==> src/hdl/slut_pkg.sv <==
// ----------------------------------------------------------------------------
// slut_pkg: shared types for the subscription lookup table
// Holds the opcode and state encodings, the stored entry layout and the
// command/status bundles that join the controller and the datapath.
// ----------------------------------------------------------------------------
package slut_pkg;

    localparam int unsigned CLIENT_W   = 32;
    localparam int unsigned FUNCTION_W = 16;
    localparam int unsigned REQUEST_W  = 16;
    localparam int unsigned OPCODE_W   = 2;

    typedef enum logic [OPCODE_W-1:0] {
        OP_REGISTER   = 2'd0,
        OP_DEACTIVATE = 2'd1,
        OP_QUERY      = 2'd2
    } op_t;

    typedef enum logic [1:0] {
        ST_IDLE,
        ST_SCAN,
        ST_APPLY
    } state_t;

    typedef struct packed {
        logic [CLIENT_W-1:0]   client;
        logic [FUNCTION_W-1:0] func;
        logic [REQUEST_W-1:0]  request;
        logic                  active;
    } entry_t;

    // controller to datapath
    typedef struct packed {
        logic load;   // capture the item, restart the scan
        logic scan;   // walk the filled entries
        logic apply;  // write back and produce the answer
    } cmd_t;

    // datapath to controller
    typedef struct packed {
        logic hit;        // compared entry matches the key
        logic exhausted;  // every filled entry compared, no match
    } status_t;

endpackage

==> src/hdl/subscription_lookup_table_unit.sv <==
// ----------------------------------------------------------------------------
// subscription_lookup_table_unit: associative subscription table
// Register, deactivate or query entries keyed by client id and function id.
// ----------------------------------------------------------------------------
// Flow: an accepted item is captured, the filled entries are scanned until a hit
// or until all are compared, then the write-back raises the registered done strobe.
// busy stays high through the scan and the write-back and the next item is
// taken at the edge that ends the done strobe, so a new item is not taken before
// the last is through; the scan reads the entry memory one entry per cycle.
// Reset: rst_n clears fill count and control, no clearing pass; no stall.
module subscription_lookup_table_unit
#(
    parameter int unsigned TABLE_DEPTH = 32
)
(
    input  logic                                clk,
    input  logic                                rst_n,
    input  logic                                start,
    output logic                                busy,
    input  logic [slut_pkg::OPCODE_W-1:0]       opcode,
    input  logic [slut_pkg::CLIENT_W-1:0]       client_id,
    input  logic [slut_pkg::FUNCTION_W-1:0]     function_id,
    input  logic [slut_pkg::REQUEST_W-1:0]      request_id,
    output logic                                done,
    output logic                                answer
);
    import slut_pkg::*;

    cmd_t    cmd;
    status_t st;

    // sequence each item: capture, scan, write back
    slut_ctrl u_ctrl
    (
        .clk   (clk),
        .rst_n (rst_n),
        .start (start),
        .st    (st),
        .cmd   (cmd),
        .busy  (busy)
    );

    // hold the table and walk it one entry per cycle
    slut_dpath #(
        .TABLE_DEPTH (TABLE_DEPTH)
    ) u_dpath
    (
        .clk         (clk),
        .rst_n       (rst_n),
        .cmd         (cmd),
        .st          (st),
        .opcode      (opcode),
        .client_id   (client_id),
        .function_id (function_id),
        .request_id  (request_id),
        .done        (done),
        .answer      (answer)
    );

endmodule

==> src/hdl/slut_ctrl.sv <==
// ----------------------------------------------------------------------------
// slut_ctrl: operation sequencer
// Steps each item through capture, table scan and write-back.
// ----------------------------------------------------------------------------
module slut_ctrl
(
    input  logic              clk,
    input  logic              rst_n,
    input  logic              start,
    input  slut_pkg::status_t st,
    output slut_pkg::cmd_t    cmd,
    output logic              busy
);
    import slut_pkg::*;

    state_t state_reg;
    state_t state_next;

    always_ff @(posedge clk or negedge rst_n)
    begin
        if (!rst_n)
        begin
            state_reg <= ST_IDLE;
        end
        else
        begin
            state_reg <= state_next;
        end
    end

    always_comb
    begin
        state_next = state_reg;
        cmd        = '0;
        busy       = 1'b1;
        case (state_reg)
            ST_IDLE:
            begin
                busy = 1'b0;
                if (start)
                begin
                    cmd.load   = 1'b1;
                    state_next = ST_SCAN;
                end
            end
            ST_SCAN:
            begin
                cmd.scan = 1'b1;
                if (st.hit || st.exhausted)
                begin
                    state_next = ST_APPLY;
                end
            end
            ST_APPLY:
            begin
                cmd.apply  = 1'b1;
                state_next = ST_IDLE;
            end
            default:
            begin
                state_next = ST_IDLE;
            end
        endcase
    end

`ifndef SYNTH
    a_apply_one_cycle: assert property (@(posedge clk) disable iff (!rst_n)
        (state_reg == ST_APPLY) |=> (state_reg == ST_IDLE))
        else $error("write-back lasted more than one cycle");
    a_start_goes_busy: assert property (@(posedge clk) disable iff (!rst_n)
        (start && !busy) |=> (state_reg == ST_SCAN))
        else $error("accepted item did not enter the scan");
`endif

endmodule

==> src/hdl/slut_dpath.sv <==
// ----------------------------------------------------------------------------
// slut_dpath: table storage and scan datapath
// Holds the entry memory and fill count, compares one entry per cycle
// against the captured key and performs the write-back.
// ----------------------------------------------------------------------------
module slut_dpath
#(
    parameter int unsigned TABLE_DEPTH = 32
)
(
    input  logic                                clk,
    input  logic                                rst_n,
    input  slut_pkg::cmd_t                      cmd,
    output slut_pkg::status_t                   st,
    input  logic [slut_pkg::OPCODE_W-1:0]       opcode,
    input  logic [slut_pkg::CLIENT_W-1:0]       client_id,
    input  logic [slut_pkg::FUNCTION_W-1:0]     function_id,
    input  logic [slut_pkg::REQUEST_W-1:0]      request_id,
    output logic                                done,
    output logic                                answer
);
    import slut_pkg::*;

    localparam int unsigned IW = $clog2(TABLE_DEPTH);
    localparam int unsigned CW = $clog2(TABLE_DEPTH + 1);
    localparam logic [CW-1:0] DEPTH_C = CW'(TABLE_DEPTH);

    entry_t mem [TABLE_DEPTH];

    op_t                   op_reg;
    logic [CLIENT_W-1:0]   cid_reg;
    logic [FUNCTION_W-1:0] fid_reg;
    logic [REQUEST_W-1:0]  rid_reg;

    logic [CW-1:0] fill_reg;
    logic [CW-1:0] rd_ptr_reg;
    logic [IW-1:0] cmp_ptr_reg;
    logic          cmp_valid_reg;
    entry_t        rd_data_reg;

    logic          found_reg;
    logic [IW-1:0] hit_idx_reg;
    entry_t        hit_entry_reg;

    logic          done_reg;
    logic          answer_reg;

    logic          issue;
    logic          wr_en;
    logic [IW-1:0] wr_addr;
    entry_t        wr_data;
    logic          fill_inc;
    logic          ans;

    assign issue = cmd.scan && (rd_ptr_reg < fill_reg);

    assign st.hit = cmp_valid_reg && (rd_data_reg.client == cid_reg)
                    && (rd_data_reg.func == fid_reg);
    assign st.exhausted = !cmp_valid_reg && (rd_ptr_reg >= fill_reg);

    // capture the item
    always_ff @(posedge clk)
    begin
        if (cmd.load)
        begin
            op_reg  <= op_t'(opcode);
            cid_reg <= client_id;
            fid_reg <= function_id;
            rid_reg <= request_id;
        end
    end

    // scan pointers: read entry n while comparing entry n-1
    always_ff @(posedge clk or negedge rst_n)
    begin
        if (!rst_n)
        begin
            rd_ptr_reg    <= '0;
            cmp_valid_reg <= 1'b0;
            found_reg     <= 1'b0;
        end
        else if (cmd.load)
        begin
            rd_ptr_reg    <= '0;
            cmp_valid_reg <= 1'b0;
            found_reg     <= 1'b0;
        end
        else if (cmd.scan)
        begin
            cmp_valid_reg <= issue;
            if (issue)
            begin
                rd_ptr_reg <= rd_ptr_reg + 1'b1;
            end
            if (st.hit)
            begin
                found_reg <= 1'b1;
            end
        end
    end

    always_ff @(posedge clk)
    begin
        if (issue)
        begin
            cmp_ptr_reg <= rd_ptr_reg[IW-1:0];
        end
        if (cmd.scan && st.hit)
        begin
            hit_idx_reg   <= cmp_ptr_reg;
            hit_entry_reg <= rd_data_reg;
        end
    end

    // entry memory, one read and one write port
    always_ff @(posedge clk)
    begin
        if (issue)
        begin
            rd_data_reg <= mem[rd_ptr_reg[IW-1:0]];
        end
        if (wr_en)
        begin
            mem[wr_addr] <= wr_data;
        end
    end

    // write-back and answer
    always_comb
    begin
        wr_en    = 1'b0;
        wr_addr  = hit_idx_reg;
        wr_data  = '{client: cid_reg, func: fid_reg, request: rid_reg, active: 1'b1};
        fill_inc = 1'b0;
        ans      = 1'b0;
        case (op_reg)
            OP_REGISTER:
            begin
                if (found_reg)
                begin
                    wr_en = cmd.apply;
                    ans   = 1'b1;
                end
                else if (fill_reg < DEPTH_C)
                begin
                    wr_en    = cmd.apply;
                    wr_addr  = fill_reg[IW-1:0];
                    fill_inc = cmd.apply;
                    ans      = 1'b1;
                end
            end
            OP_DEACTIVATE:
            begin
                if (found_reg)
                begin
                    wr_en          = cmd.apply;
                    wr_data        = hit_entry_reg;
                    wr_data.active = 1'b0;
                    ans            = 1'b1;
                end
            end
            OP_QUERY:
            begin
                ans = found_reg && hit_entry_reg.active;
            end
            default:
            begin
                ans = 1'b0;
            end
        endcase
    end

    always_ff @(posedge clk or negedge rst_n)
    begin
        if (!rst_n)
        begin
            fill_reg <= '0;
            done_reg <= 1'b0;
        end
        else
        begin
            done_reg <= cmd.apply;
            if (fill_inc)
            begin
                fill_reg <= fill_reg + 1'b1;
            end
        end
    end

    always_ff @(posedge clk)
    begin
        if (cmd.apply)
        begin
            answer_reg <= ans;
        end
    end

    assign done   = done_reg;
    assign answer = answer_reg;

`ifndef SYNTH
    a_fill_bound: assert property (@(posedge clk) disable iff (!rst_n)
        fill_reg <= DEPTH_C)
        else $error("fill count beyond table depth");
    a_done_strobe: assert property (@(posedge clk) disable iff (!rst_n)
        done_reg |=> !done_reg)
        else $error("result strobe held longer than one cycle");
`endif

endmodule

==> config.mk <==
export PLATFORM = sky130hd
export DESIGN_NAME = subscription_lookup_table_unit
export DESIGN_NICKNAME = d
export VERILOG_FILES = /design/src/hdl/slut_pkg.sv /design/src/hdl/subscription_lookup_table_unit.sv /design/src/hdl/slut_ctrl.sv /design/src/hdl/slut_dpath.sv
export SDC_FILE = /design/constraint.sdc
export NUM_CORES = 2
export LEC_CHECK = 0
export ABC_AREA = 0
export BUFFER_PORTS_ARGS = -buffer_cell sky130_fd_sc_hd__buf_2
export CORE_ASPECT_RATIO = 0.75
export CORE_MARGIN = 1
export CORE_UTILIZATION = 57
export DETAILED_ROUTE_END_ITERATION = 16
export PLACE_DENSITY = 0.83
export SLEW_MARGIN = 20
export SYNTH_ARGS = -nofsm -noshare
export SYNTH_HDL_FRONTEND = slang
export SYNTH_SLANG_ARGS = --single-unit
==> constraint.sdc <==
create_clock -name clk -period 5.77 [get_ports clk]
set_clock_uncertainty 0.1 [all_clocks]
set_input_delay 1.154 -clock clk [delete_from_list [all_inputs] [get_ports clk]]
set_output_delay 1.154 -clock clk [all_outputs]
set_load 0.02 [all_outputs]
==> impl_metrics.py <==
metrics = {
    "timing": {
        "slew_headroom_pct": 18.7,
        "rsz0062_at_grt": "false",
        "fin_tns_setup_ns": 0,
        "drv_slew": 0,
        "fin_crit_ns": 4.18,
        "max_freq_mhz": 239,
        "setup_viol": 0,
        "period_share_pct": 72.5,
        "tightest_slew_ns": 1.22,
        "hold_slack_ns": 0.224,
        "hold_viol_final": 0,
    },
    "critical_path": {
        "r2r_setup_slack_ns": 1.59,
        "r2r-start": "u_dpath.found_reg",
        "cp_max_fo": 23,
        "arrival_ns": 4.49,
        "path_cells": "or4_1, mux2i_1, nand3b_1, nor2_4, buf_4",
        "start_kind": "flop",
        "timing.rr.end": "u_dpath.mem[7][35]",
        "critPathRequiredTime_ns": 6.08,
        "worstRegToRegCells": 5,
        "critPathMaxStageDelay_ns": 1.01,
        "crit_family": "simple AND/OR/NAND/NOR gates",
        "cp-end-kind": "flop",
        "path_buf_inv": 1,
        "path_class": "reg2reg",
        "crit_slowest_cell": "nor2_4",
    },
    "logic_synthesis": {
        "synthesis.nets": 2892,
        "synthFlopType": "edfxtp_1",
        "async_reset_ff_share_pct": 0.975,
        "synth_area_leaders": "edfxtp_1 (78%), mux4_2 (15%), mux2i_1 (1.5%)",
        "synth_top_area_cell": "edfxtp_1",
        "ys_seq_area_share_pct": 78.3,
        "synth_area_um2": 66700,
        "synth_edf_count": 1727,
        "synth_top_area_share_pct": 77.7,
        "synth_most_common_cell": "edfxtp_1",
        "syn_inst": 2815,
        "synth_cell_types": 42,
        "avgSynthCellArea_um2": 23.7,
        "ys_warn_count": 0,
        "synth_common_cells": "edfxtp_1 (1727), mux4_2 (441), mux2i_1 (102)",
        "ys_seq_elements": 1744,
    },
    "floorplanning": {
        "pin_count": 72,
        "core_area_um2": 116000,
        "die_x_um": 397,
        "fp.dieH_um": 298,
        "die_area_um2": 118000,
        "num_rows": 108,
        "start_util_pct": 57.6,
    },
    "cells_and_area": {
        "syn_to_final_growth_pct": 11.2,
        "regArea_um2": 52300,
        "largest_reg_flops": 1568,
        "nets": 3037,
        "drive_above_1_share_pct": 27.8,
        "multi_input_area_um2": 13900,
        "nFillCells": 6997,
    },
    "global_route": {
        "grt_pass1_vias": 33000,
        "grtUsageTotal_pct": 28.7,
        "grt_first_pass_wirelength_mm": 237,
        "grt_max_degree": 163,
        "antenna_found_initial": 3,
        "grt_remaining_overflow": 0,
    },
    "cts": {
        "cts_made_buffers": 157,
        "cts_tree": "yes",
        "clk_latency_ns": 0.78,
        "cts_hold_buf": 0,
        "clock-sinks": 1744,
        "cts_max_level": 4,
        "post_cts_buffers": 0,
        "cts_buffer_depth": 3,
        "clk_pin_slew_ns": 0.06,
        "ctsResizeCount": 0,
        "root_buffer": "clkbuf_16",
    },
    "power_and_ir_drop": {
        "powerDensity_nw_per_um2": 404,
        "internal_power_mw": 22.5,
        "power_mw": 30.0,
        "irDropWorstVdd_mv": 0.341,
        "p_comb_share_pct": 14.9,
        "seq_power_share_pct": 50.7,
        "leakagePower_nw": 22.2,
        "p_switching_mw": 7.46,
        "swShare_pct": 24.9,
        "pwr-share-clk_pct": 34.3,
    },
    "detailed_routing": {
        "routed_via_density": 7.01,
        "dr.first_iter.drc_count": 5150,
        "first_pass_iters": 6,
        "avgRoutedWirePerCell_um": 36.2,
        "drc": 0,
        "dr_total_vias": 32400,
        "ant_nets": 0,
        "routed_wl_mm": 167,
    },
    "hold_path": {
        "hold_path.class": "in2async",
    },
    "flow_run": {
        "maxCapViolations": 0,
    },
    "placement": {
        "globalplace.congestion": 0.886,
        "hpwlAfterDp_mm": 81.3,
        "numPortBuffers": 55,
    },
    "outcome": {
        "status": "finished clean",
    },
}
[layout make-up]
class	instances	area share [%]
tap	1540	2.60
inverter	15	0.0775
clock buffer	211	5.79
antenna	1	0.00337
sequential	1744	70.5
clock inverter	72	0.873
timing repair buffer	120	1.42
multi-input combinational	922	18.8
[metrics by stage]
| stage | area (µm²) | worst slack [ns] | cells | util, % |
|---|---|---|---|---|
| after floorplan | 66700 | 0.368 | 2815 | - |
| after global placement | 69200 | 1.89 | 4338 | 59.7 |
| after detailed placement | 69200 | 1.75 | 4338 | 59.7 |
| after CTS | 74100 | 1.67 | 4621 | 63.9 |
| after global routing | 74200 | 1.52 | 4624 | 64.0 |
| final | 74200 | 1.59 | 4625 | 64.0 |
[logic make-up after synthesis]
family	synth area share (%)
compound gates	1.35
buf+inv	1.16
fa+ha+maj	0.150
mux	17.2
flops	78.3
simple gates	1.21
xor+xnor	0.564
[per-layer routing]
layer	share of wire, %	wire [µm]	track usage, %
met5	0.013	22	0
met4	4.2	6950	12.5
met3	13	22300	7.43
met2	48	80000	44.4
met1	35	58200	39.2
[layout by cell type, fill, tap and decap left out, types with 45 or more instances in the layout]
master	count
buf_2	55
mux2i_1	102
clkbuf_1	45
edfxtp_1	1727
mux4_2	441
clkbuf_16	164
mux2_2	48
a22oi_1	50
o21a_1	49
[how the worst max path moves through the flow]
stage / startpoint / end / slack (ns) / cells after the start
2_1_floorplan: u_dpath.cid_reg[25] / u_dpath.hit_entry_reg[0] / 0.37 / 5
3_3_place_gp: u_dpath.found_reg / u_dpath.mem[7][31] / 1.89 / 5
3_5_place_dp: u_dpath.found_reg / u_dpath.mem[7][35] / 1.75 / 5
4_1_cts: u_dpath.found_reg / u_dpath.mem[7][35] / 1.67 / 5
5_1_grt: u_dpath.found_reg / u_dpath.mem[7][35] / 1.52 / 5
6_report: u_dpath.found_reg / u_dpath.mem[7][35] / 1.59 / 5
[power by group through the flow]
stage	registers, mW	logic (mW)	clock network (mW)
3_5_place_dp	15.4	4.35	0
4_1_cts	15.2	4.46	10.4
2_1_floorplan	15.2	3.40	0
6_report	15.2	4.48	10.3
5_1_grt	15.2	4.71	10.8
3_3_place_gp	15.4	4.16	0
Power figures use the tool's default switching activity.
